--- src/hdl/ppdvc_pkg.sv ---
`default_nettype none
// ----------------------------------------------------------------------------
// ppdvc_pkg: shared types, constants and microcode for the pendulum controller
// Holds the beat structs, the register map, the micro-op set and the program
// that the sequencer steps through for one control step.
// ----------------------------------------------------------------------------
package ppdvc_pkg;

	// Beat payloads.
	typedef struct packed {
		logic signed [15:0] encoder_count;
		logic signed [15:0] measured_velocity;
	} in_item_t;

	typedef struct packed {
		logic signed [15:0] drive_command;
		logic signed [11:0] angle;
	} out_item_t;

	// Configuration register file.
	localparam int CFG_DATA_W  = 15;
	localparam int CFG_INDEX_W = 3;

	typedef enum logic [CFG_INDEX_W-1:0] {
		REG_KP_GAIN        = 3'd0,
		REG_KD_GAIN        = 3'd1,
		REG_DEADBAND       = 3'd2,
		REG_CUTOFF         = 3'd3,
		REG_VELOCITY_LIMIT = 3'd4,
		REG_VELOCITY_GAIN  = 3'd5
	} cfg_reg_t;

	typedef struct packed {
		logic [7:0]  kp_gain;
		logic [7:0]  kd_gain;
		logic [10:0] deadband;
		logic [10:0] cutoff;
		logic [14:0] velocity_limit;
		logic [7:0]  velocity_gain;
	} cfg_t;

	localparam logic [7:0]  KP_RESET    = 8'd4;
	localparam logic [7:0]  KD_RESET    = 8'd30;
	localparam logic [10:0] DB_RESET    = 11'd70;
	localparam logic [10:0] CUT_RESET   = 11'd400;
	localparam logic [14:0] LIMIT_RESET = 15'd2000;
	localparam logic [7:0]  VG_RESET    = 8'd4;

	// Arithmetic limits.
	localparam int ACC_W = 26;
	localparam logic signed [11:0] ANGLE_MAX = 12'sh7FF;
	localparam logic signed [11:0] ANGLE_MIN = 12'sh800;
	localparam logic signed [15:0] DRIVE_MAX = 16'sh7FFF;
	localparam logic signed [15:0] DRIVE_MIN = 16'sh8000;

	// Micro-operations understood by the datapath.
	typedef enum logic [3:0] {
		OP_NOP,
		OP_MODQ,
		OP_MODR,
		OP_WRAP,
		OP_SAT,
		OP_DEAD,
		OP_CUT,
		OP_PTERM,
		OP_DTERM,
		OP_CLAMP,
		OP_ERR,
		OP_MULV
	} uop_t;

	typedef enum logic {
		COND_NONE,
		COND_CUT
	} ucond_t;

	localparam int STEP_W = 4;

	typedef struct packed {
		uop_t              op;
		ucond_t            cond;
		logic [STEP_W-1:0] target;
		logic              last;
	} uword_t;

	// Sequencer to datapath.
	typedef struct packed {
		logic start;
		logic exec;
		uop_t op;
	} ctrl_t;

	// Datapath to sequencer.
	typedef struct packed {
		logic cut;
	} flags_t;

	localparam logic [STEP_W-1:0] STEP_CLAMP = 4'd9;

	// The control program. Step 6 skips the PD terms when the angle is beyond
	// the cutoff; the accumulator was already cleared by the CUT step.
	function automatic uword_t ucode_rom(input logic [STEP_W-1:0] addr);
		uword_t w;
		w = '{op: OP_NOP, cond: COND_NONE, target: '0, last: 1'b0};
		case (addr)
			4'd0:  w.op = OP_MODQ;
			4'd1:  w.op = OP_MODR;
			4'd2:  w.op = OP_WRAP;
			4'd3:  w.op = OP_SAT;
			4'd4:  w.op = OP_DEAD;
			4'd5:  w.op = OP_CUT;
			4'd6: begin
				w.cond   = COND_CUT;
				w.target = STEP_CLAMP;
			end
			4'd7:  w.op = OP_PTERM;
			4'd8:  w.op = OP_DTERM;
			4'd9:  w.op = OP_CLAMP;
			4'd10: w.op = OP_ERR;
			4'd11: w.op = OP_MULV;
			4'd12: w.last = 1'b1;
			default: w.last = 1'b1;
		endcase
		return w;
	endfunction

endpackage
`default_nettype wire

--- src/hdl/ppdvc_sequencer.sv ---
`default_nettype none
// ----------------------------------------------------------------------------
// ppdvc_sequencer: microcode step counter
// Steps through the control program, takes conditional jumps on datapath
// flags and holds on the final step while the result register is occupied.
// ----------------------------------------------------------------------------
module ppdvc_sequencer
	import ppdvc_pkg::*;
(
	input  wire logic   clk,
	input  wire logic   arst_n,
	input  wire logic   start,
	input  wire logic   hold,
	input  wire flags_t flags,
	output ctrl_t       ctrl,
	output logic        busy,
	output logic        done
);

	logic              busy_q;
	logic [STEP_W-1:0] step_q;
	uword_t            uw;
	logic              stall;
	logic              jump;

	always_comb begin
		uw        = ucode_rom(step_q);
		stall     = uw.last && hold;
		jump      = (uw.cond == COND_CUT) && flags.cut;
		ctrl.start = start;
		ctrl.exec  = busy_q && !stall;
		ctrl.op    = uw.op;
		done       = busy_q && uw.last && !hold;
		busy       = busy_q;
	end

	always_ff @(posedge clk or negedge arst_n) begin
		if (!arst_n) begin
			busy_q <= 1'b0;
			step_q <= '0;
		end else if (start) begin
			busy_q <= 1'b1;
			step_q <= '0;
		end else if (busy_q && !stall) begin
			if (uw.last) begin
				busy_q <= 1'b0;
				step_q <= '0;
			end else if (jump) begin
				step_q <= uw.target;
			end else begin
				step_q <= step_q + 1'b1;
			end
		end
	end

endmodule
`default_nettype wire

--- src/hdl/ppdvc_datapath.sv ---
`default_nettype none
// ----------------------------------------------------------------------------
// ppdvc_datapath: arithmetic for one control step
// Wraps the encoder count into an angle, applies deadband and cutoff, forms
// the PD target, clamps it and scales the velocity error into a drive.
// ----------------------------------------------------------------------------
module ppdvc_datapath
	import ppdvc_pkg::*;
#(
	parameter int COUNTS_PER_REV = 4096
) (
	input  wire logic     clk,
	input  wire logic     arst_n,
	input  wire ctrl_t    ctrl,
	input  wire cfg_t     cfg,
	input  wire in_item_t in_item,
	output flags_t        flags,
	output out_item_t     result
);

	// Wrap by reciprocal: the count is biased so that a plain modulo lands
	// directly on the centred angle once the half revolution is removed.
	localparam int REV   = COUNTS_PER_REV;
	localparam int HALF  = REV / 2;
	localparam int OFF   = REV - HALF;
	localparam int BIAS  = 32768 + ((OFF - (32768 % REV) + REV) % REV);
	localparam int QSH   = 17;
	localparam int RECIP = (1 << QSH) / REV;

	logic [16:0]              u_q;
	logic [16:0]              q_q;
	logic [17:0]              r_q;
	logic signed [17:0]       w_q;
	logic signed [11:0]       ang_q;
	logic signed [11:0]       prev_q;
	logic signed [12:0]       diff_q;
	logic                     cut_q;
	logic signed [ACC_W-1:0]  acc_q;
	logic signed [15:0]       tgt_q;
	logic signed [15:0]       vel_q;
	logic signed [16:0]       err_q;

	logic [17:0]              u_sum;
	logic [33:0]              q_prod;
	logic [33:0]              qr_prod;
	logic [17:0]              r_next;
	logic                     r_ge;
	logic [17:0]              t_val;
	logic signed [17:0]       w_next;
	logic [11:0]              ang_mag;
	logic signed [12:0]       diff_next;
	logic signed [20:0]       p_term;
	logic signed [21:0]       d_term;
	logic signed [25:0]       v_term;
	logic signed [ACC_W-1:0]  lim_hi;
	logic signed [ACC_W-1:0]  lim_lo;

	always_comb begin
		u_sum     = {{2{in_item.encoder_count[15]}}, in_item.encoder_count} + 18'(BIAS);
		q_prod    = 34'(u_q) * 34'(RECIP);
		qr_prod   = 34'(q_q) * 34'(REV);
		r_next    = {1'b0, u_q} - qr_prod[17:0];
		r_ge      = r_q >= 18'(REV);
		t_val     = r_ge ? (r_q - 18'(REV)) : r_q;
		w_next    = $signed(t_val - 18'(OFF));
		ang_mag   = ang_q[11] ? 12'(-ang_q) : 12'(ang_q);
		diff_next = 13'(ang_q) - 13'(prev_q);
		p_term    = ang_q * $signed({1'b0, cfg.kp_gain});
		d_term    = diff_q * $signed({1'b0, cfg.kd_gain});
		v_term    = err_q * $signed({1'b0, cfg.velocity_gain});
		lim_hi    = $signed(ACC_W'(cfg.velocity_limit));
		lim_lo    = -lim_hi;
	end

	always_ff @(posedge clk) begin
		if (ctrl.start) begin
			u_q   <= u_sum[16:0];
			vel_q <= in_item.measured_velocity;
		end else if (ctrl.exec) begin
			case (ctrl.op)
				OP_MODQ:  q_q <= q_prod[QSH+16:QSH];
				OP_MODR:  r_q <= r_next;
				OP_WRAP:  w_q <= w_next;
				OP_SAT: begin
					if (w_q > 18'(ANGLE_MAX))
						ang_q <= ANGLE_MAX;
					else if (w_q < 18'(ANGLE_MIN))
						ang_q <= ANGLE_MIN;
					else
						ang_q <= w_q[11:0];
				end
				OP_DEAD: begin
					if (ang_mag < {1'b0, cfg.deadband})
						ang_q <= '0;
				end
				OP_CUT: begin
					cut_q  <= ang_mag > {1'b0, cfg.cutoff};
					diff_q <= diff_next;
					acc_q  <= '0;
				end
				OP_PTERM: acc_q <= ACC_W'(p_term);
				OP_DTERM: acc_q <= acc_q + ACC_W'(d_term);
				OP_CLAMP: begin
					if (acc_q > lim_hi)
						tgt_q <= 16'(lim_hi);
					else if (acc_q < lim_lo)
						tgt_q <= 16'(lim_lo);
					else
						tgt_q <= 16'(acc_q);
				end
				OP_ERR:   err_q <= 17'(tgt_q) - 17'(vel_q);
				OP_MULV:  acc_q <= ACC_W'(v_term);
				default: begin
				end
			endcase
		end
	end

	// The previous angle is state across items, so it is reset.
	always_ff @(posedge clk or negedge arst_n) begin
		if (!arst_n) begin
			prev_q <= '0;
		end else if (ctrl.exec && ctrl.op == OP_CUT) begin
			prev_q <= ang_q;
		end
	end

	always_comb begin
		flags.cut    = cut_q;
		result.angle = ang_q;
		if (acc_q > ACC_W'(DRIVE_MAX))
			result.drive_command = DRIVE_MAX;
		else if (acc_q < ACC_W'(DRIVE_MIN))
			result.drive_command = DRIVE_MIN;
		else
			result.drive_command = acc_q[15:0];
	end

endmodule
`default_nettype wire

--- src/hdl/pendulum_pd_velocity_controller.sv ---
`default_nettype none
// ----------------------------------------------------------------------------
// pendulum_pd_velocity_controller: PD balancing step with deadband
// One input beat (encoder count, measured velocity) gives one output beat
// (saturated drive command, wrapped angle after the deadband).
// ----------------------------------------------------------------------------
// Usage notes.
// Input and output channels are valid/ready; a beat moves when both are high.
// in_ready is high whenever the microcode sequencer is idle, so one control
// step is worked on at a time.
// After an input beat is accepted the sequencer runs its program, one step
// per cycle unless held on its final step, through a single shared datapath:
// the output beat appears once the program ends, sooner when the angle is
// beyond the cutoff and the PD terms are skipped. The next input beat can be
// taken once the result is loaded, not before, so the program length sets
// how often a new item is accepted.
// The result sits in an output register. If the receiver stalls, the
// sequencer holds on its final step until that register is free; a beat
// waiting in the output register does not stop a new input being accepted.
// Reset clears the sequencer, the output valid flag and the stored previous
// angle, and loads every configuration register with its default value.
// Configuration must be written through cfg_wr_en / cfg_index / cfg_data while
// the block is idle (not enforced by the block); unknown indices are ignored.
// ----------------------------------------------------------------------------
module pendulum_pd_velocity_controller
	import ppdvc_pkg::*;
#(
	parameter int COUNTS_PER_REV = 4096
) (
	input  wire logic                   clk,
	input  wire logic                   arst_n,
	input  wire logic                   in_valid,
	output logic                        in_ready,
	input  wire in_item_t               in_data,
	output logic                        out_valid,
	input  wire logic                   out_ready,
	output out_item_t                   out_data,
	input  wire logic                   cfg_wr_en,
	input  wire logic [CFG_INDEX_W-1:0] cfg_index,
	input  wire logic [CFG_DATA_W-1:0]  cfg_data
);

	cfg_t      cfg_q;
	out_item_t out_q;
	logic      out_valid_q;

	ctrl_t     ctrl;
	flags_t    flags;
	out_item_t result;
	logic      busy;
	logic      done;
	logic      start;
	logic      hold;

	// An item is started on the accepting edge; the result register must be
	// empty, or emptied this cycle, before the final step may complete.
	assign in_ready  = !busy;
	assign start     = in_valid && in_ready;
	assign hold      = out_valid_q && !out_ready;
	assign out_valid = out_valid_q;
	assign out_data  = out_q;

	// Configuration registers. Every write is masked to the register's width.
	always_ff @(posedge clk or negedge arst_n) begin
		if (!arst_n) begin
			cfg_q.kp_gain        <= KP_RESET;
			cfg_q.kd_gain        <= KD_RESET;
			cfg_q.deadband       <= DB_RESET;
			cfg_q.cutoff         <= CUT_RESET;
			cfg_q.velocity_limit <= LIMIT_RESET;
			cfg_q.velocity_gain  <= VG_RESET;
		end else if (cfg_wr_en) begin
			case (cfg_index)
				REG_KP_GAIN:        cfg_q.kp_gain        <= cfg_data[7:0];
				REG_KD_GAIN:        cfg_q.kd_gain        <= cfg_data[7:0];
				REG_DEADBAND:       cfg_q.deadband       <= cfg_data[10:0];
				REG_CUTOFF:         cfg_q.cutoff         <= cfg_data[10:0];
				REG_VELOCITY_LIMIT: cfg_q.velocity_limit <= cfg_data[14:0];
				REG_VELOCITY_GAIN:  cfg_q.velocity_gain  <= cfg_data[7:0];
				default: begin
				end
			endcase
		end
	end

	ppdvc_sequencer u_seq (
		.clk    (clk),
		.arst_n (arst_n),
		.start  (start),
		.hold   (hold),
		.flags  (flags),
		.ctrl   (ctrl),
		.busy   (busy),
		.done   (done)
	);

	ppdvc_datapath #(
		.COUNTS_PER_REV (COUNTS_PER_REV)
	) u_dp (
		.clk     (clk),
		.arst_n  (arst_n),
		.ctrl    (ctrl),
		.cfg     (cfg_q),
		.in_item (in_data),
		.flags   (flags),
		.result  (result)
	);

	// Output register.
	always_ff @(posedge clk or negedge arst_n) begin
		if (!arst_n) begin
			out_valid_q <= 1'b0;
		end else if (done) begin
			out_valid_q <= 1'b1;
		end else if (out_ready) begin
			out_valid_q <= 1'b0;
		end
	end

	always_ff @(posedge clk) begin
		if (done)
			out_q <= result;
	end

	// An accepted beat keeps the sequencer busy into the next cycle.
	a_busy_after_accept: assert property (@(posedge clk) disable iff (!arst_n)
		start |=> !in_ready)
		else $error("sequencer idle straight after accepting a beat");

	// A result may only be loaded when the output register is free.
	a_no_overwrite: assert property (@(posedge clk) disable iff (!arst_n)
		done |-> (!out_valid_q || out_ready))
		else $error("result loaded over an untaken output beat");

	// Output valid only ever rises as the program completes.
	a_valid_from_done: assert property (@(posedge clk) disable iff (!arst_n)
		$rose(out_valid_q) |-> $past(done))
		else $error("output beat appeared without a completed step");

endmodule
`default_nettype wire

--- config.mk ---
export PLATFORM = sky130hd
export DESIGN_NAME = pendulum_pd_velocity_controller
export DESIGN_NICKNAME = d
export VERILOG_FILES = /design/src/hdl/ppdvc_pkg.sv /design/src/hdl/ppdvc_sequencer.sv /design/src/hdl/ppdvc_datapath.sv /design/src/hdl/pendulum_pd_velocity_controller.sv
export SDC_FILE = /design/constraint.sdc
export NUM_CORES = 1
export LEC_CHECK = 0
export BUFFER_PORTS_ARGS = -buffer_cell sky130_fd_sc_hd__buf_4
export CORE_ASPECT_RATIO = 1.25
export CORE_MARGIN = 2
export CORE_UTILIZATION = 30
export CTS_CLUSTER_SIZE = 14
export DETAILED_ROUTE_END_ITERATION = 8
export PLACE_DENSITY = 0.52
export SLEW_MARGIN = 10
export SYNTH_ARGS = -nofsm -noshare
export SYNTH_HDL_FRONTEND = slang
export SYNTH_HIERARCHICAL = 1
export SYNTH_SLANG_ARGS = --single-unit
--- constraint.sdc ---
create_clock -name clk -period 10.4 [get_ports clk]
set_input_delay 2.08 -clock clk [delete_from_list [all_inputs] [get_ports clk]]
set_output_delay 2.08 -clock clk [all_outputs]
set_load 0.02 [all_outputs]
==> flow_metrics.env, run 1 <==
export IMPL_outcome="finished clean"
export IMPL_slew_limit_headroom_pct=26.5
export IMPL_ys_async_sr_fraction_pct=29.7
export IMPL_max_freq_mhz=162
export IMPL_critPathBufInv=4
export IMPL_grt_max_degree=60
export IMPL_worstRegToRegCells=20
export IMPL_multi_input_area_mm2=0.0174
export IMPL_cp_common_cell="fa_1"
export IMPL_clock_path_buffers=3
export IMPL_fin_ws_ps=4240
export IMPL_r2r_start="cfg_q[46]"
export IMPL_start_util_pct=30.3
export IMPL_synth_top_area_share_pct=21.8
export IMPL_numCtsBuffers=35
export IMPL_antenna_found_initial=3
export IMPL_hold_violations=0
export IMPL_r2r_setup_slack_ps=4240
export IMPL_cts_clk_slew_worst_paths_ps=60
export IMPL_hold_buffers=0
export IMPL_slew_viol_final=0
export IMPL_crit_slowest_cell="dfstp_2"
export IMPL_fin_skew_ps=11.3
export IMPL_cp_start_kind="flop"
export IMPL_syn_num_nets=3307
export IMPL_fp_dieW_um=274
export IMPL_cp_required_ps=10690
export IMPL_hold_depth=0
export IMPL_synth_enable_flop_cells=187
export IMPL_rows=123
export IMPL_clock_sinks=266
export IMPL_die_area_mm2=0.0934
export IMPL_end_kind="flop"
export IMPL_drive_gt1_share_pct=10.1
export IMPL_rsz0062_at_grt="no"
export IMPL_cts_max_level=2
export IMPL_die_height_um=341
export IMPL_ctsResizeCount=0
export IMPL_syn_area_mm2=0.0273
export IMPL_hpwl_um=57900
export IMPL_grt_pass1_wl_um=114000
export IMPL_drt_pass1_iter_count=6
export IMPL_antenna_left=0
export IMPL_fp_coreArea_mm2=0.0900
export IMPL_fin_nets=3376
export IMPL_area_growth_syn_to_layout_pct=11.4
export IMPL_holdPathEnd="u_dp/r_q[0]"
export IMPL_syn_inst=2701
export IMPL_track_usage_pct=15.8
export IMPL_layout_commonest_cell="inv_1"
export IMPL_final_cell_mix="536 x inv_1, 297 x fa_1, 254 x ha_1"
export IMPL_cts_tree="done"
export IMPL_cp_arrival_ps=6450
export IMPL_final_period_utilization_pct=59.2
export IMPL_ys_seq_elements=266
export IMPL_crit_family="adder cells"
export IMPL_hp_class="reg2reg"
export IMPL_post_cts_buffers=0
export IMPL_grt_overflow=0
export IMPL_wire_per_inst_um=18.0
export IMPL_critPathKind="reg2reg"
export IMPL_ff_latch_area_mm2=0.00761
export IMPL_pre_cts_ws_ps=4260
export IMPL_syn_area_per_cell_um2=10.1
export IMPL_dr_total_vias=18800
export IMPL_path_max_fanout=14
export IMPL_drt_iter0_drc=901
export IMPL_ios=85
export IMPL_place_inst=3920
export IMPL_synth_distinct_cells=82
export IMPL_numPortBuffers=84
export IMPL_layout_cells_non_filler=3983
export IMPL_tightest_slew_ps=1100
export IMPL_gp_congestion=0.876
export IMPL_grt_pass1_vias=19800
export IMPL_crit_chain="and2_1, fa_1, inv_1, fa_1, inv_1, fa_1, fa_1, inv_1, fa_1, inv_1, ha_1, a21o_1, a211oi_1, o21bai_1, nor3_1, a21oi_1, a221o_1, a21oi_1, xnor2_1, a211o_1"
export IMPL_ys_seq_area_share_pct=27.9
export IMPL_ys_warn_count=6
export IMPL_viasPerCell=4.72
export IMPL_cp_slowest_stage_delay_ps=670
export IMPL_fin_setup_tns_ps=0
export IMPL_hold_path_startpoint="u_dp/u_q[0]"
export IMPL_finalSetupViolCount=0
export IMPL_finalCriticalPeriod_ps=6160
export IMPL_fillers=9233
export IMPL_root_buffer="clkbuf_16"
export IMPL_clkLatencyLatePin_ps=540
export IMPL_synth_ff_type="edfxtp_1"
export IMPL_max_cap_violations=0
export IMPL_r2r_end="u_dp/acc_q[25]"
export IMPL_synth_largest_area_cell="fa_1"
export IMPL_drc=0
export IMPL_synthTopCellsByArea="fa_1 22%, edfxtp_1 21%, ha_1 12%"
export IMPL_wl_um=71900
## worst max path at each step
stage	from	endpoint	slack, ps	cells after the start
floorplan	cfg_q[45]	u_dp/acc_q[25]	4490	23
global placement	cfg_q[45]	u_dp/acc_q[25]	4290	21
detailed placement	cfg_q[46]	u_dp/acc_q[25]	4260	20
CTS	cfg_q[46]	u_dp/acc_q[25]	4220	20
global route	cfg_q[45]	u_dp/acc_q[25]	3890	21
finish	cfg_q[46]	u_dp/acc_q[25]	4240	20
## state kept, by name (all words and copies together) (netlist names)
| signal | count |
|---|---|
| u_dp/q_q | 5 |
| u_dp/diff_q | 13 |
| u_dp/w_q | 18 |
| u_dp/tgt_q | 16 |
| u_dp/err_q | 17 |
| out_data | 28 |
| u_dp/prev_q | 12 |
| u_dp/vel_q | 16 |
| u_dp/acc_q | 26 |
| out_valid | 1 |
| u_dp/flags | 1 |
| u_seq/step_q | 4 |
| u_dp/ang_q | 12 |
| u_dp/r_q | 18 |
| cfg_q | 61 |
| u_dp/u_q | 17 |
| u_seq/busy | 1 |
## metrics by stage
stage	hold slack [ps]	util (%)	cell area (um^2)
final	417	33.8	30400
after global routing	421	33.8	30400
after CTS	418	33.8	30400
after detailed placement	405	32.5	29200
after global placement	401	32.5	29200
after floorplan	400	-	27300
## cell usage after synthesis, drive strengths merged (6+ instances only)
cell	n
inv	536
fa	297
ha	254
nand2	213
and2	199
edfxtp	187
nor2	98
o21ai	86
a21oi	78
xnor2	78
mux2	72
dfrtp	61
a21o	57
clkbuf	54
xor2	35
nor3	28
nand2b	24
nand3	24
or3	24
a22oi	22
nor2b	22
o21a	22
dfstp	18
nand4	17
buf	16
mux2i	15
a211oi	14
o221ai	10
a21boi	9
a31oi	9
and3	9
nor4	9
a221o	7
o31ai	7
or2	7
a211o	6
or4	6
## area by class of cell
type / instances / area share (%)
tap: 1187 / 4.89
multi-input combinational: 1829 / 57.1
antenna: 1 / 0.00823
inverter: 536 / 6.62
sequential: 266 / 25.1
clock inverter: 18 / 0.609
clock buffer: 44 / 3.16
timing repair buffer: 102 / 2.52
## cell families after synthesis
kind of cell	share of synthesized area, %
muxes	3.66
xor gates and xnor gates	3.63
buffers and inverters	8.65
and+or+nand+nor	13.5
DFF	27.9
AOI/OAI and AO/OA	9.23
adders and majority gates	33.5
## layer usage
metal | track usage (%) | vias to the layer above | wire (um)
met4 | 5.07 | 0 | 2250
met1 | 19.3 | 9363 | 30200
met5 | 0 | - | 0
met2 | 28.7 | 343 | 36900
met3 | 1.84 | 94 | 2560
li1 | - | 8988 | -
## worst reg2reg max path, delay by kind of cell, from the launching register on
family	cells	cell delay, ps
DFF	1	670
adders and majority gates	6	2770
and+or+nand+nor	2	430
buffers and inverters	4	400
AOI/OAI and AO/OA	7	1540
xor gates and xnor gates	1	100
Power of run 1 is not shown: default switching activity piles up to over one toggle a cycle in this logic, so the estimate is an artifact.
==> inputs of run 2 (changes only) <==
ABC_AREA = 1   (was default)
PLACE_DENSITY = 0.54   (was 0.52)
clock period = 5 ns   (was 10.4 ns; I/O delays follow)
==> flow_metrics.env, run 2 <==
export IMPL_outcome="finished, violations left"
export IMPL_violations="setup timing"
export IMPL_fin_skew_ps=45.3
export IMPL_crit_chain="buf_12, buf_6, nand2_4, fa_1, inv_2, fa_2, fa_2, fa_1, inv_2, fa_1, inv_2, ha_4, nand4_1, nor3_1, buf_4, nand4_1, nand3_1, nand2_1, nand3_2, nand3_2"
export IMPL_wl_met2_um=43700
export IMPL_start_util_pct=30.4
export IMPL_r2r_end="u_dp/acc_q[18]"
export IMPL_drive_gt1_share_pct=16.9
export IMPL_drt_iter0_drc=1126
export IMPL_synth_top_area_share_pct=20.7
export IMPL_dr_total_vias=23400
export IMPL_fin_nets=4437
export IMPL_hpwl_um=69400
export IMPL_path_depth=20
export IMPL_numPortBuffers=84
export IMPL_cts_max_level=1
export IMPL_top_register="cfg_q"
export IMPL_critPathKind="reg2reg"
export IMPL_synth_enable_flop_cells=187
export IMPL_cp_start_kind="flop"
export IMPL_grt_max_degree=61
export IMPL_grt_pass1_wl_um=135000
export IMPL_synth_distinct_cells=52
export IMPL_cp_arrival_ps=5420
export IMPL_crit_family="adder cells"
export IMPL_die_height_um=350
export IMPL_drt_pass1_iter_count=7
export IMPL_worstRegToRegCells=20
export IMPL_cp_required_ps=5330
export IMPL_fp_dieW_um=281
export IMPL_ys_async_sr_fraction_pct=29.7
export IMPL_viasPerCell=4.61
export IMPL_die_area_mm2=0.0982
export IMPL_max_cap_violations=0
export IMPL_end_kind="flop"
export IMPL_antenna_found_initial=1
export IMPL_syn_area_per_cell_um2=8.07
export IMPL_gp_congestion=0.942
export IMPL_place_inst=4981
export IMPL_fillers=9854
export IMPL_root_buffer="clkbuf_16"
export IMPL_antenna_left=0
export IMPL_track_usage_pct=17.7
export IMPL_finalSetupViolCount=7
export IMPL_clock_path_buffers=3
export IMPL_met3_length_um=3530
export IMPL_rows=126
export IMPL_yosysMostFrequentCell="nand2_1"
export IMPL_grt_pass1_vias=24600
export IMPL_final_period_utilization_pct=102
export IMPL_slew_limit_headroom_pct=28.8
export IMPL_syn_num_nets=4166
export IMPL_hold_violations=0
export IMPL_grt_overflow=0
export IMPL_drc=0
export IMPL_syn_area_mm2=0.0287
export IMPL_crit_slowest_cell="fa_2"
export IMPL_max_freq_mhz=197
export IMPL_dr_max_layer_used="met5"
export IMPL_holdPathEnd="u_dp/r_q[3]"
export IMPL_critPathBufInv=6
export IMPL_cts_clk_slew_worst_paths_ps=60
export IMPL_diodes=0
export IMPL_rsz0062_at_grt="yes"
export IMPL_synth_largest_area_cell="fa_1"
export IMPL_ios=85
export IMPL_hold_depth=0
export IMPL_tightest_slew_ps=1070
export IMPL_yosys_top_cells_count="885 x nand2_1, 859 x inv_1, 297 x fa_1, 254 x ha_1, 207 x nand3_1"
export IMPL_ys_warn_count=6
export IMPL_hold_path_startpoint="u_dp/u_q[3]"
export IMPL_drt_met1_wl_um=34700
export IMPL_ys_seq_area_share_pct=26.5
export IMPL_fin_ws_ps=-83.5
export IMPL_layout_cells_non_filler=5070
export IMPL_path_max_fanout=5
export IMPL_hp_class="reg2reg"
export IMPL_clock_sinks=266
export IMPL_numCtsBuffers=29
export IMPL_finalCriticalPeriod_ps=5080
export IMPL_synth_ff_type="edfxtp_1"
export IMPL_syn_inst=3560
export IMPL_synthTopCellsByArea="fa_1 21%, edfxtp_1 20%, nand2_1 12%"
export IMPL_wl_um=85200
export IMPL_largest_reg_flops=61
export IMPL_r2r_start="cfg_q[49]"
export IMPL_cp_slowest_stage_delay_ps=590
export IMPL_final_cell_mix="844 x nand2_1, 830 x inv_1, 313 x buf_4"
export IMPL_fp_coreArea_mm2=0.0946
export IMPL_clkLatencyLatePin_ps=640
export IMPL_slew_viol_final=0
export IMPL_layout_commonest_cell="nand2_1"
export IMPL_cts_tree="done"
export IMPL_ys_seq_elements=266
export IMPL_area_growth_syn_to_layout_pct=20.0
export IMPL_wire_per_inst_um=16.8
export IMPL_r2r_setup_slack_ps=-80
export IMPL_hold_buffers=0
==> run 2: timing repair <==
action                                  CTS  global route
pin swaps                               109            66
endpoints found under the setup margin   19            19
resized for setup                       165           110
buffers inserted                         22            16
==> run 2: area by class of cell <==
type	instances	area, um^2	share of cell area, %
Clock buffer	34	754	2.19
Clock inverter	20	163	0.472
Inverter	865	3250	9.44
Multi-Input combinational cell	2323	18300	53.1
Sequential cell	266	7620	22.1
Tap cell	1216	1520	4.41
Timing Repair Buffer	346	2850	8.28
==> run 2: logic make-up (layout without fill, tap and decap cells) <==
family / count (synthesis) / in the layout / synth area share, %
AND/OR/NAND/NOR: 1390 / 1390 / 20.4
buffers and inverters: 971 / 1265 / 13.1
adder cells (fa/ha/maj): 551 / 551 / 31.8
AO/OA/AOI/OAI: 308 / 308 / 5.94
flip-flops: 266 / 266 / 26.5
XOR/XNOR: 74 / 74 / 2.26
==> run 2: layer usage <==
| layer | global-route usage (%) | vias up |
|---|---|---|
| li1 | - | 11500 |
| met1 | 21.2 | 11300 |
| met2 | 32.7 | 455 |
| met3 | 1.76 | 139 |
| met4 | 6.22 | 2 |
| met5 | 0 | - |
==> run 2: how the worst max path moves through the flow <==
stage	end	slack (ps)	from
after floorplan	u_dp/acc_q[17]	20	cfg_q[48]
final	u_dp/acc_q[18]	-80	cfg_q[49]
after global placement	u_dp/acc_q[13]	-320	cfg_q[46]
after detailed placement	u_dp/acc_q[12]	-350	cfg_q[46]
after global routing	u_dp/acc_q[18]	-280	cfg_q[49]
after CTS	u_dp/acc_q[24]	-100	cfg_q[46]
==> run 2: through the flow <==
step / setup slack (ps) / hold WS, ps / util [%] / TNS [ps] / instance area, um^2
CTS: -95.4 / 416 / 35.9 / -465 / 34000
global placement: -317 / 402 / 34.1 / -3240 / 32200
finish: -83.5 / 416 / 36.4 / -251 / 34500
global route: -284 / 426 / 36.4 / -3410 / 34500
floorplan: 16.4 / 400 / - / 0 / 28700
detailed placement: -354 / 405 / 34.1 / -4250 / 32200
Power of run 2 is left out for the same reason.
==> inputs of run 3 (changes only) <==
PLACE_DENSITY = 0.52   (was 0.54)
clock period = 6.05 ns   (was 5 ns; I/O delays follow)
==> flow_metrics.env, run 3 (same netlist as run 2, synthesis figures left out) <==
export IMPL_outcome="finished clean"
export IMPL_slew_limit_headroom_pct=25.5
export IMPL_antenna_found_initial=1
export IMPL_cp_slowest_stage_delay_ps=620
export IMPL_critPathBufInv=5
export IMPL_fin_util_pct=33.4
export IMPL_place_area_mm2=0.0306
export IMPL_hold_violations=0
export IMPL_clkLatencyLatePin_ps=630
export IMPL_grt_overflow=0
export IMPL_ctsResizeCount=0
export IMPL_die_height_um=350
export IMPL_drt_iter0_drc=1336
export IMPL_path_max_fanout=14
export IMPL_crit_family="adder cells"
export IMPL_max_vdd_ir_drop_v=0.000392
export IMPL_end_kind="flop"
export IMPL_clock_sinks=266
export IMPL_top_register="cfg_q"
export IMPL_multi_input_area_mm2=0.0174
export IMPL_area_growth_syn_to_layout_pct=10.2
export IMPL_grt_pass1_vias=23100
export IMPL_numCtsBuffers=30
export IMPL_layout_commonest_cell="nand2_1"
export IMPL_numPortBuffers=84
export IMPL_powerDensity_mw_per_mm2=573
export IMPL_diodes=0
export IMPL_gp_congestion=0.921
export IMPL_viasPerCell=4.63
export IMPL_slew_viol_final=0
export IMPL_p_total_mw=18.1
export IMPL_finalCriticalPeriod_ps=5630
export IMPL_fp_dieW_um=281
export IMPL_wire_per_inst_um=17.3
export IMPL_cp_arrival_ps=6000
export IMPL_hpwl_um=67000
export IMPL_cp_required_ps=6420
export IMPL_final_cell_mix="885 x nand2_1, 859 x inv_1, 297 x fa_1"
export IMPL_hold_buffers=0
export IMPL_fin_setup_tns_ps=0
export IMPL_grt_max_degree=57
export IMPL_hp_class="reg2reg"
export IMPL_critPathKind="reg2reg"
export IMPL_finalSetupViolCount=0
export IMPL_fin_area_mm2=0.0316
export IMPL_crit_slowest_cell="dfrtp_1"
export IMPL_rows=126
export IMPL_max_freq_mhz=178
export IMPL_p_leak_nw=17.1
export IMPL_root_buffer="clkbuf_16"
export IMPL_tightest_slew_ps=1120
export IMPL_ff_latch_area_mm2=0.00761
export IMPL_fin_nets=4201
export IMPL_wl_um=83400
export IMPL_dr_total_vias=22400
export IMPL_fillers=10200
export IMPL_drt_pass1_iter_count=6
export IMPL_antenna_left=0
export IMPL_clock_path_buffers=3
export IMPL_grt_pass1_wl_um=131000
export IMPL_die_area_mm2=0.0982
export IMPL_largest_reg_flops=61
export IMPL_drive_gt1_share_pct=6.52
export IMPL_cts_max_level=1
export IMPL_fp_coreArea_mm2=0.0946
export IMPL_start_util_pct=30.4
export IMPL_cts_clk_slew_worst_paths_ps=70
export IMPL_fin_skew_ps=43.8
export IMPL_drc=0
export IMPL_post_cts_buffers=0
export IMPL_rsz0062_at_grt="no"
export IMPL_track_usage_pct=17.3
export IMPL_cts_tree="done"
export IMPL_ios=85
export IMPL_final_period_utilization_pct=93.1
export IMPL_crit_chain="nand2_1, inv_1, fa_1, fa_1, inv_1, fa_1, inv_1, fa_1, inv_1, fa_1, inv_1, ha_1, nand2_1, nor2_1, nor3b_1, nand4_1, nand3_1, nand2_1, nand3_1, nand3_1"
export IMPL_max_cap_violations=0
export IMPL_cp_start_kind="flop"
run 3: cell count changes in the layout (fill, tap and decap cells not counted), moves of 21 or more:
cell,delta
nand2_2,-24
nand2_1,+41
ha_4,-21
inv_2,-27
buf_4,-204
inv_1,+29
ha_1,+22
run 3: per-layer routing:
layer | share of wire, % | global-route usage (%) | routed length [um] | vias to the layer above
met5 | 0.016 | 0 | 13 | -
met4 | 3.0 | 5.19 | 2480 | 2
met3 | 3.3 | 1.41 | 2730 | 100
met2 | 51 | 31.8 | 42800 | 420
met1 | 42 | 21.3 | 35400 | 10900
li1 | - | - | - | 11000
run 3: report_power, final:
group | switching [mW] | internal [mW] | total [mW]
Clock | 0.871 | 1.14 | 2.01
Sequential | 0.420 | 2.54 | 2.96
Combinational | 8.50 | 4.66 | 13.2
Total | 9.79 | 8.34 | 18.1
run 3: worst paths after layout:
| path | startpoint | endpoint | slack [ps] | cells past startpoint |
|---|---|---|---|---|
| hold / removal | u_dp/u_q[0] | u_dp/r_q[0] | 420 | 0 |
| hold reg to reg | u_dp/u_q[0] | u_dp/r_q[0] | 420 | 0 |
| setup / recovery | cfg_q[45] | u_dp/acc_q[21] | 420 | 20 |
| max in group asynchronous | arst_n | cfg_q[52] | 4430 | 2 |
| setup reg to reg | cfg_q[45] | u_dp/acc_q[21] | 420 | 20 |
| min in group asynchronous | arst_n | cfg_q[22] | 500 | 1 |
run 3: area by class of cell:
type | count | area share, %
tap | 1216 | 4.81
timing repair buffer | 109 | 2.59
inverter | 865 | 10.3
clock buffer | 33 | 2.41
multi-input combinational | 2323 | 54.9
sequential | 266 | 24.1
clock inverter | 23 | 0.969
run 3: per-stage QoR:
stage	setup slack (ps)	cells	hold slack, ps
floorplan	974	3560	400
global placement	543	4779	401
detailed placement	461	4779	405
CTS	452	4835	421
global route	38.4	4835	427
finish	419	4835	420
No activity file was read; power rests on OpenSTA's default activity.
